File: config.mk
export PLATFORM = sky130hd
export DESIGN_NAME = dslp_engine
export DESIGN_NICKNAME = d
export VERILOG_FILES = /design/src/rtl/core/dslp_pkg.sv /design/src/rtl/core/dslp_engine.sv
export SDC_FILE = /design/constraint.sdc
export NUM_CORES = 1
export LEC_CHECK = 0
export BUFFER_PORTS_ARGS = -buffer_cell sky130_fd_sc_hd__buf_2
export CORE_MARGIN = 5
export CORE_UTILIZATION = 40
export DETAILED_ROUTE_END_ITERATION = 7
export GPL_TIMING_DRIVEN = 1
export MAX_ROUTING_LAYER = met4
export SETUP_SLACK_MARGIN = 0.3
export SLEW_MARGIN = 20
export SYNTH_ARGS = -nofsm -noshare
export SYNTH_HDL_FRONTEND = slang
export SYNTH_SLANG_ARGS = --single-unit
export TNS_END_PERCENT = 50
File: constraint.sdc
create_clock -name clk -period 4.84 [get_ports clk]
set_input_delay 0.726 -clock clk [delete_from_list [all_inputs] [get_ports clk]]
set_output_delay 0.726 -clock clk [all_outputs]
set_load 0.02 [all_outputs]
File: src/rtl/core/dslp_pkg.sv
package dslp_pkg;

    // Configuration port geometry
    localparam int CFG_INDEX_W = 8;
    localparam int CFG_DATA_W  = 16;

    // Register indexes
    localparam logic [CFG_INDEX_W-1:0] CFG_DEBOUNCE_TIME   = 8'd0;
    localparam logic [CFG_INDEX_W-1:0] CFG_LONG_PRESS_TIME = 8'd1;

    // Register reset values in milliseconds
    localparam logic [15:0] DEBOUNCE_TIME_RESET   = 16'd20;
    localparam logic [15:0] LONG_PRESS_TIME_RESET = 16'd1000;

    // Press classification phase
    typedef enum logic [1:0] {
        PHASE_IDLE      = 2'd0,
        PHASE_DOWN      = 2'd1,
        PHASE_LONG_SENT = 2'd2
    } phase_t;

    // Reported event code
    typedef enum logic [1:0] {
        EVENT_NONE  = 2'd0,
        EVENT_SHORT = 2'd1,
        EVENT_LONG  = 2'd2
    } event_t;

    // One poll request as held in the input register
    typedef struct packed {
        logic        raw_level;
        logic [31:0] time_now;
    } dslp_step_t;

    // Timing settings handed to the engine
    typedef struct packed {
        logic [15:0] debounce_time;
        logic [15:0] long_press_time;
    } dslp_cfg_t;

endpackage

File: src/rtl/core/dslp_engine.sv
module dslp_engine
    import dslp_pkg::*;
(
    input  logic       clk,
    input  logic       rst_n,
    input  logic       step_en,
    input  dslp_step_t step,
    input  dslp_cfg_t  cfg,
    output event_t     press_event
);

    phase_t      phase_reg, phase_next;
    logic        prev_raw_reg, prev_raw_next;
    logic [31:0] change_time_reg, change_time_next;
    logic        stable_reg, stable_next;
    logic [31:0] start_time_reg, start_time_next;

    logic        changed;
    logic [31:0] since_change;
    logic [31:0] since_start;
    logic        settled;
    logic        press_edge;
    logic        release_edge;
    logic        held_long;

    // Debounce: a fresh level change restarts the timer at zero elapsed
    assign changed      = step.raw_level != prev_raw_reg;
    assign since_change = step.time_now - change_time_reg;
    assign since_start  = step.time_now - start_time_reg;
    assign settled      = changed ? (cfg.debounce_time == 16'd0)
                                  : (since_change >= {16'd0, cfg.debounce_time});
    assign press_edge   = settled && step.raw_level && !stable_reg;
    assign release_edge = settled && !step.raw_level && stable_reg;
    assign held_long    = since_start >= {16'd0, cfg.long_press_time};

    // Next state and event for the current request
    always_comb
    begin
        phase_next       = phase_reg;
        prev_raw_next    = prev_raw_reg;
        change_time_next = change_time_reg;
        stable_next      = stable_reg;
        start_time_next  = start_time_reg;
        press_event      = EVENT_NONE;
        if (step_en)
        begin
            prev_raw_next = step.raw_level;
            if (changed)
            begin
                change_time_next = step.time_now;
            end
            if (press_edge)
            begin
                stable_next = 1'b1;
            end
            else if (release_edge)
            begin
                stable_next = 1'b0;
            end
            unique case (phase_reg)
                PHASE_IDLE:
                begin
                    if (press_edge)
                    begin
                        phase_next      = PHASE_DOWN;
                        start_time_next = step.time_now;
                    end
                end
                PHASE_DOWN:
                begin
                    if (release_edge)
                    begin
                        phase_next  = PHASE_IDLE;
                        press_event = EVENT_SHORT;
                    end
                    else if (held_long)
                    begin
                        phase_next  = PHASE_LONG_SENT;
                        press_event = EVENT_LONG;
                    end
                end
                PHASE_LONG_SENT:
                begin
                    if (release_edge)
                    begin
                        phase_next = PHASE_IDLE;
                    end
                end
                default:
                begin
                    phase_next = PHASE_IDLE;
                end
            endcase
        end
    end

    // Hold the debounce and phase state, released at time zero after reset
    always_ff @(posedge clk or negedge rst_n)
    begin
        if (!rst_n)
        begin
            phase_reg       <= PHASE_IDLE;
            prev_raw_reg    <= 1'b0;
            change_time_reg <= 32'd0;
            stable_reg      <= 1'b0;
            start_time_reg  <= 32'd0;
        end
        else
        begin
            phase_reg       <= phase_next;
            prev_raw_reg    <= prev_raw_next;
            change_time_reg <= change_time_next;
            stable_reg      <= stable_next;
            start_time_reg  <= start_time_next;
        end
    end

endmodule

==> impl_metrics.yaml, run 1 <==
timing:
  fin_ws_ns: -0.700
  tightest_slew_ns: 0.748
  setup_total_negative_slack_ns: -5.91
  fmax_ghz: 0.181
  worst_clock_skew_ns: 0.00549
  finalCriticalPeriod_ns: 5.54
  hold_viol_final: 0
  rsz0062_at_grt: "yes"
  drv_slew: 0
  slew_headroom_pct: 50.1
  setup_violations: 34
  fin_crit_sh_pct: 114
synth:
  synthTopCellsByCount: "109 x inv_1, 94 x ha_1, 70 x a21oi_1, 68 x dfrtp_1, 61 x nand2_1"
  ys.flop_type: "dfrtp_1"
  yosysMostFrequentCell: "inv_1"
  syn_nets: 1039
  synth-edff-count: 0
  synth_compound_area_share_pct: 21.5
  synth_top_family_by_area: "compound AO/OA/AOI/OAI gates"
  synthSimpleGateAreaFrac_pct: 16.1
  synth.area.top_cells: "dfrtp_1 23%, ha_1 16%, mux2_4 5.6%, inv_1 5.5%, mux2_2 5.3%"
  synth.avg_cell_area_sq_um: 8.54
  yosys_warnings: 0
  syn_area_sq_um: 7470
  synth_mux_area_share_pct: 11.8
  synth-xor-area-share_pct: 4.34
  seq_area_frac_synth_pct: 22.8
  yosysTopAreaCell: "dfrtp_1"
  synth_cell_types: 75
  synthCells: 875
  synth_seq_cells: 68
  synthAdderAreaFrac_pct: 16.3
  synth_top_area_share_pct: 22.8
  async_flop_share_pct: 100
cells_and_area:
  instances_no_fill: 1331
  regArea_sq_um: 1700
  synthToLayoutAreaGrowth_pct: 31.7
  antenna_cells: 0
  layout-drive-gt1-share_pct: 32.7
  nets: 1256
  fillers: 1734
  post-route-util_pct: 53.0
  multi_input_area_sq_um: 5450
routing:
  route.detailed.drc: 0
  vias_per_cell: 5.32
  ant_nets: 0
  first_pass_iters: 5
  drtIter0Drc: 339
  vias: 7080
  avgRoutedWirePerCell_um: 15.8
  finalWirelength_um: 21100
global_routing:
  antenna_found_initial: 0
  grt_use_total_pct: 20.1
  grt-ovfl-total: 0
  grt_pass1_vias: 7000
  grt_util_met3_pct: 2.50
  grt_max_degree: 59
  grt_pass1_wl_um: 34600
  gr-usage-met1_pct: 28.1
  grt_util_met2_pct: 31.5
  top_usage_layer: "met2"
power:
  vdd_drop_max_mv: 0.280
  power.density_nw_per_um2: 549
  p_total_mw: 5.40
  cellLeakagePower_nw: 4.88
setup_path:
  cp.required_ns: 4.11
  cp.arrival_ns: 4.81
  critPathMaxFanout: 4
  rrSetupSlack_ns: -0.11
  path_class: "primary input to primary output"
  cp-end-kind: "primary output"
  startpoint_type: "primary input"
status:
  status: "complete, but fails checks"
  violations: "setup timing"
place:
  dpl_worst_slack_ns: -0.908
  hpwlAfterDp_um: 17300
  dp.cells: 1308
  finalWeightedCongestion: 0.938
  portBuffers: 69
clock_network:
  clkTransAtPathRegs_ns: 0.06
  cts_tree: "built"
  insertion_delay_ns: 0.34
  clock_sinks: 68
  clockRootBuffer: "clkbuf_16"
  cts_max_path_buffers: 2
  htree_num_levels: 3
  numCtsBuffers: 9
floorplan:
  core_sq_um: 18600
  io_pins: 70
  design.die.area_sq_um: 21500
  die_h_um: 147
  start_util_pct: 40.2
  die_w_um: 147
  rows: 50
min_path:
  hp-class: "primary input to async pin"
job:
  maxCapViolations: 0
## power by group
group          total (mW)  switching, mW  internal, mW
Combinational        3.66           1.81          1.85
Clock               0.842          0.282         0.560
Sequential          0.901          0.125         0.776
## cell usage in the layout (no fill, tap or decap), drive strengths merged, types with 8 or more instances in the layout
cell	Yosys	final
a211oi	8	8
clkbuf	6	9
ha	94	94
nand4	15	15
nor2	48	48
nor4	15	15
xnor2	20	20
inv	109	111
o21a	14	14
nor3	13	13
a21oi	73	73
a21o	27	27
nand2b	10	10
buf	15	227
and3	14	14
mux2	63	63
nand3	13	13
dfrtp	68	68
o21ai	46	46
nand2	62	62
xor2	17	17
## worst max-delay path: stages
cell and delay [ns]:
buf_8 0.08, inv_6 0.04, ha_4 0.15, fa_2 0.35, and2b_2 0.25, o2111ai_4 0.16
nand2_1 0.12, xor2_1 0.16, ha_1 0.27, a21o_1 0.17, a221oi_2 0.30, o221ai_1 0.14
nor4_1 0.19, o2111ai_1 0.13, or4_1 0.44, nor4_2 0.15, nand4_1 0.20, o2111a_2 0.34
nor3b_4 0.28, buf_6 0.16
## kinds of logic (layout without fill, tap and decap cells)
kind of cell,count (synthesis),after routing
mux,70,70
xor+xnor,37,37
fa+ha+maj,96,96
simple gates,233,233
compound gates,241,241
buf+inv,130,352
flops,68,68
## timing repair
item / CTS / global route
setup buffers: 6 / 1
hold buffers: 0 / 0
setup endpoints to repair: 36 / 37
pin swaps: 33 / 6
gates resized for setup: 36 / 6
## final timing paths
| kind | startpoint | end | cells past startpoint |
|---|---|---|---|
| worst max-delay path | step[0] | press_event[1] | 20 |
| worst min-delay path | rst_n | start_time_reg[2] | 1 |
| worst max register to register | change_time_reg[4] | start_time_reg[22] | 24 |
| worst min register to register | change_time_reg[7] | change_time_reg[7] | 1 |
| max in group asynchronous | rst_n | change_time_reg[24] | 2 |
| min in group clk | change_time_reg[7] | change_time_reg[7] | 1 |
## cell type report
class	count	share of cell area (%)
multi-input cells	677	55.4
flip-flops and latches	68	17.3
repair buffers	227	16.3
inverters	109	4.21
well taps	234	2.97
clock buffers	9	2.29
clock inverters	7	1.49
## through the flow
step | hold slack [ns] | cell area (sq um)
3_5_place_dp | 0.493 | 9240
6_report | 0.256 | 9840
3_3_place_gp | 0.487 | 9240
5_1_grt | 0.274 | 9840
2_1_floorplan | 0.430 | 7560
4_1_cts | 0.262 | 9810
## metal layers
metal | routed length [um] | vias to the layer above | share of wire (%)
li1 | - | 3620 | -
met1 | 10800 | 3343 | 51
met2 | 9410 | 100 | 45
met3 | 624 | 17 | 3.0
met4 | 260 | 0 | 1.2
met5 | 0 | - | 0
Note: power is estimated with default switching activity, not from simulation.
==> run 2: changes to the inputs <==
REMOVE_ABC_BUFFERS = 1   (was not set)
==> impl_metrics.yaml, run 2 (synthesis results as in run 1) <==
clock_network:
  cts_tree: "built"
  clock_sinks: 68
  clockRootBuffer: "clkbuf_16"
  hold_buffers: 0
  insertion_delay_ns: 0.35
  clkTransAtPathRegs_ns: 0.05
  htree_num_levels: 3
  cts_max_path_buffers: 2
  numCtsBuffers: 9
timing:
  fin_ws_ns: -0.784
  finalCriticalPeriod_ns: 5.62
  setup_violations: 34
  fin_crit_sh_pct: 116
  worst_clock_skew_ns: 0.00926
  slew_headroom_pct: 34.4
  tightest_slew_ns: 0.982
  fmax_ghz: 0.178
  hold_viol_final: 0
  setup_total_negative_slack_ns: -7.90
  drv_slew: 0
  rsz0062_at_grt: "yes"
power:
  p_int_mw: 3.09
  cellLeakagePower_nw: 4.80
  clock_power_share_pct: 13.7
  p_sw_share_pct: 41.8
  p_sw_mw: 2.22
  p_total_mw: 5.31
  vdd_drop_max_mv: 0.248
  power_frac_comb_pct: 69.5
  power.density_nw_per_um2: 547
  seq_power_share_pct: 16.8
place:
  finalWeightedCongestion: 0.918
  hpwlAfterDp_um: 16700
  portBuffers: 69
floorplan:
  io_pins: 70
  design.die.area_sq_um: 21500
  rows: 50
  core_sq_um: 18600
  start_util_pct: 40.2
  die_h_um: 147
  die_w_um: 147
cells_and_area:
  final_common_cell: "buf_4"
  antenna_cells: 0
  final_cell_mix: "137 x buf_4, 108 x inv_1, 90 x ha_1"
  synthToLayoutAreaGrowth_pct: 29.9
  layout-drive-gt1-share_pct: 31.6
  nets: 1243
status:
  violations: "setup timing"
  status: "complete, but fails checks"
global_routing:
  grt_use_total_pct: 20.3
  grt-ovfl-total: 0
  grt_max_degree: 69
  antenna_found_initial: 0
  grt_pass1_wl_um: 35000
  grt_pass1_vias: 6972
setup_path:
  critPathMaxFanout: 4
  rrSetupSlack_ns: -0.13
  critPathCapture: "press_event[1]"
  r2r_cells: 25
  cp.arrival_ns: 4.90
  critPathLaunch: "step[1]"
  r2r_end: "start_time_reg[0]"
  startpoint_type: "primary input"
  cp.required_ns: 4.11
  path_class: "primary input to primary output"
  r2r-start: "change_time_reg[4]"
  cp-end-kind: "primary output"
routing:
  first_pass_iters: 4
  vias_per_cell: 5.33
  avgRoutedWirePerCell_um: 16.2
  route.detailed.drc: 0
  vias: 7024
  finalWirelength_um: 21300
  drtIter0Drc: 338
  ant_nets: 0
min_path:
  hp-class: "flop to flop"
job:
  maxCapViolations: 0
==> run 2: cell types whose count changed in the layout (fill, tap and decap cells not counted), moves of 3 or more <==
cell,change
bufinv_16,-3
clkbuf_8,+4
inv_6,-3
buf_4,-16
==> run 2: area by class of cell <==
class / count / area, sq um
tap: 234 / 293
inverter: 109 / 409
timing repair buffer: 214 / 1550
fill: 1842 / 8870
clock inverter: 3 / 42.5
sequential: 68 / 1700
multi-input combinational: 677 / 5430
clock buffer: 13 / 280
==> run 2: metrics by stage <==
step	std cells	instance area (sq um)	utilization [%]	worst slack, ns	hold slack [ns]
2_1_floorplan	854	7350	-	-1.13	0.430
3_3_place_gp	1283	8970	48.3	-0.917	0.477
3_5_place_dp	1283	8970	48.3	-1.01	0.487
4_1_cts	1315	9660	52.0	-0.779	0.506
5_1_grt	1318	9710	52.3	-0.963	0.524
6_report	1318	9710	52.3	-0.784	0.504
==> run 2: power by group through the flow <==
| stage | Sequential, mW | Combinational (mW) | Clock (mW) |
|---|---|---|---|
| floorplan | 0.867 | 2.31 | 0 |
| global placement | 0.890 | 3.40 | 0 |
| detailed placement | 0.896 | 3.42 | 0 |
| CTS | 0.890 | 3.66 | 0.746 |
| global route | 0.919 | 4.09 | 0.767 |
| finish | 0.893 | 3.69 | 0.729 |
==> run 2: metal layers <==
layer / wire length, um / vias to the layer above / global-route usage (%) / part of all wire [%]
met2: 10300 / 131 / 33.9 / 48
met3: 759 / 25 / 3.49 / 3.6
li1: - / 3591 / - / -
met4: 264 / 0 / 4.09 / 1.2
met5: 0 / - / - / 0
met1: 9970 / 3277 / 26.1 / 47
==> run 2: worst min path at each step <==
stage	from	cells past startpoint	slack [ns]	end
after global routing	change_time_reg[20]	1	0.52	change_time_reg[20]
final	change_time_reg[30]	1	0.50	change_time_reg[30]
after detailed placement	change_time_reg[0]	2	0.49	change_time_reg[0]
after global placement	change_time_reg[0]	2	0.48	change_time_reg[0]
after CTS	change_time_reg[9]	1	0.51	change_time_reg[9]
after floorplan	rst_n	0	0.43	change_time_reg[0]
==> run 2: timing repair <==
action                     CTS  global route
gates resized for setup     45             5
cloned                       2             0
pin swaps                   27             3
setup endpoints to repair   37            37
buffers inserted            14             3
==> run 2: worst max-delay path: stages <==
cell and delay (ns):
buf_4 0.14, ha_4 0.23, nor2b_4 0.12, o31a_1 0.31, or2_4 0.26, o21a_1 0.19
buf_4 0.14, nand3_1 0.08, nand3_1 0.09, xor2_1 0.16, ha_1 0.32, a211oi_2 0.18
nor2_1 0.08, nor4_2 0.17, o2111ai_2 0.16, a31oi_1 0.19, nand3_1 0.10, a311oi_1 0.24
nand4b_1 0.15, or4_4 0.54, nor3b_4 0.19, buf_6 0.13
==> run 3: changes to the inputs <==
SKIP_LAST_GASP = 1   (was not set)
==> impl_metrics.yaml, run 3 (synthesis results as in run 1) <==
status:
  status: "complete, but fails checks"
  violations: "setup timing"
cells_and_area:
  final_cell_mix: "137 x buf_4, 108 x inv_1, 90 x ha_1"
  synthToLayoutAreaGrowth_pct: 30.2
  layout-drive-gt1-share_pct: 31.8
  fillers: 1840
  nets: 1243
  final_common_cell: "buf_4"
  fin_area_sq_um: 9730
  antenna_cells: 0
setup_path:
  crit_slowest_cell: "or4_4"
  critical_path.top_delay_family: "simple AND/OR/NAND/NOR gates"
  slowest_delay_ns: 0.54
  cp_num_buf_inv: 3
  startpoint_type: "primary input"
  critPathMaxFanout: 4
  path_class: "primary input to primary output"
  cp-end-kind: "primary output"
  path_common_cell: "nand3_1"
  cp_cell_sequence: "buf_4, ha_4, nor2b_4, o31a_1, or2_4, o21a_1, buf_4, nand3_1, nand3_1, xor2_1, ha_1, a211oi_2, nor2_1, nor4_2, o2111ai_2, a31oi_1, nand3_1, a311oi_1, nand4b_1, or4_4, nor3b_4, buf_6"
  cp.arrival_ns: 4.89
  cp.required_ns: 4.11
clock_network:
  htree_num_levels: 3
  clock_sinks: 68
  hold_buffers: 0
  numCtsBuffers: 9
  cts_max_path_buffers: 2
  insertion_delay_ns: 0.35
  cts_tree: "built"
  clockRootBuffer: "clkbuf_16"
  clkTransAtPathRegs_ns: 0.05
timing:
  setup_violations: 34
  tightest_slew_ns: 0.978
  fin_ws_ns: -0.779
  drv_slew: 0
  fmax_ghz: 0.178
  hold_slack_ns: 0.504
  slew_headroom_pct: 34.7
  rsz0062_at_grt: "yes"
  finalCriticalPeriod_ns: 5.62
  hold_viol_final: 0
  worst_clock_skew_ns: 0.00928
  fin_crit_sh_pct: 116
floorplan:
  start_util_pct: 40.2
  design.die.area_sq_um: 21500
  io_pins: 70
  die_w_um: 147
  rows: 50
  die_h_um: 147
  core_sq_um: 18600
global_routing:
  grt-ovfl-total: 0
  grt_pass1_vias: 6965
  antenna_found_initial: 0
  grt_max_degree: 69
  grt_use_total_pct: 20.3
  grt_pass1_wl_um: 34900
min_path:
  hp-class: "flop to flop"
place:
  hpwlAfterDp_um: 16700
  dpl_worst_slack_ns: -1.01
  dpl_cell_area_sq_um: 8970
  finalWeightedCongestion: 0.918
  portBuffers: 69
routing:
  vias_per_cell: 5.34
  ant_nets: 0
  avgRoutedWirePerCell_um: 16.2
  vias: 7034
  finalWirelength_um: 21300
  drtIter0Drc: 337
  first_pass_iters: 5
  route.detailed.drc: 0
power:
  cellLeakagePower_nw: 4.80
  vdd_drop_max_mv: 0.251
  power.density_nw_per_um2: 546
job:
  maxCapViolations: 0
[run 3: changes by cell type in the layout (fill, tap and decap cells not counted)]
cell / previous run / this run
buf_6: 5 / 4
o311a_1: 0 / 1
a21oi_2: 7 / 8
nor4_2: 3 / 4
a2111oi_1: 1 / 0
inv_2: 1 / 0
inv_6: 0 / 1
nor2b_4: 2 / 1
buf_8: 0 / 1
o311a_4: 1 / 0
a21oi_1: 65 / 64
nor2b_2: 0 / 1
nor4_1: 11 / 10
a2111oi_4: 0 / 1
[run 3: where the power goes]
group / total, mW / internal [mW] / leakage, nW / switching, mW
registers: 0.892 / 0.776 / 0.811 / 0.116
logic: 3.69 / 1.86 / 3.83 / 1.83
clock network: 0.730 / 0.455 / 0.158 / 0.275
total: 5.32 / 3.09 / 4.80 / 2.22
[run 3: metrics by stage]
stage	instances	setup TNS (ns)	total power, mW	utilization (%)
2_1_floorplan	854	-35.48	3.18	-
3_3_place_gp	1283	-20.95	4.29	48.3
3_5_place_dp	1283	-28.43	4.32	48.3
4_1_cts	1315	-6.30	5.29	51.9
5_1_grt	1318	-16.02	5.78	52.4
6_report	1318	-7.47	5.32	52.4
[run 3: per-layer routing]
layer  global-route usage [%]  vias to the layer above  wire length (um)
li1                         -                     3585                 -
met1                     26.1                     3297             10000
met2                     34.0                      127             10400
met3                     3.42                       25               722
met4                     3.95                        0               250
met5                        -                        -                 0
[run 3: worst reg2reg max path, cell delays in order (launching register included)]
cell	delay, ns
dfrtp_1	0.40
ha_4	0.18
fa_2	0.33
and2b_1	0.23
o2111ai_2	0.13
buf_4	0.19
a21oi_4	0.14
nor2_2	0.05
nand2_1	0.08
xor2_1	0.16
ha_1	0.26
nand4_1	0.11
or2_4	0.16
a2111oi_4	0.04
nor4_2	0.25
o2111ai_1	0.14
or4_1	0.43
nor4_2	0.20
nand4_1	0.16
buf_4	0.17
o211ai_4	0.18
buf_6	0.12
buf_6	0.09
nor4_4	0.04
buf_12	0.16
buf_12	0.16
mux2_4	0.30
[run 3: final cells by class]
cell class,instances,area [sq um],share of cell area [%]
multi-input cells,677,5450,56.0
inverters,109,414,4.26
clock inverters,3,42.5,0.437
clock buffers,13,280,2.88
repair buffers,214,1550,16.0
well taps,234,293,3.01
flip-flops and latches,68,1700,17.5
[run 3: path summary, 6_finish.rpt]
path,slack [ns],from,to,cells past startpoint
min,0.50,change_time_reg[30],change_time_reg[30],1
min reg2reg,0.50,change_time_reg[30],change_time_reg[30],1
max,-0.78,step[1],press_event[1],22
max in group asynchronous,3.61,rst_n,change_time_reg[30],2
min in group asynchronous,0.58,rst_n,prev_raw_reg,2
max reg2reg,-0.13,change_time_reg[0],start_time_reg[5],26
[run 3: what timing repair did]
item,CTS,global route
pin swaps,25,7
resized for setup,40,16
setup endpoints to repair,37,37
endpoints found under the hold margin,0,0
buffers inserted,14,3
gates cloned,2,0
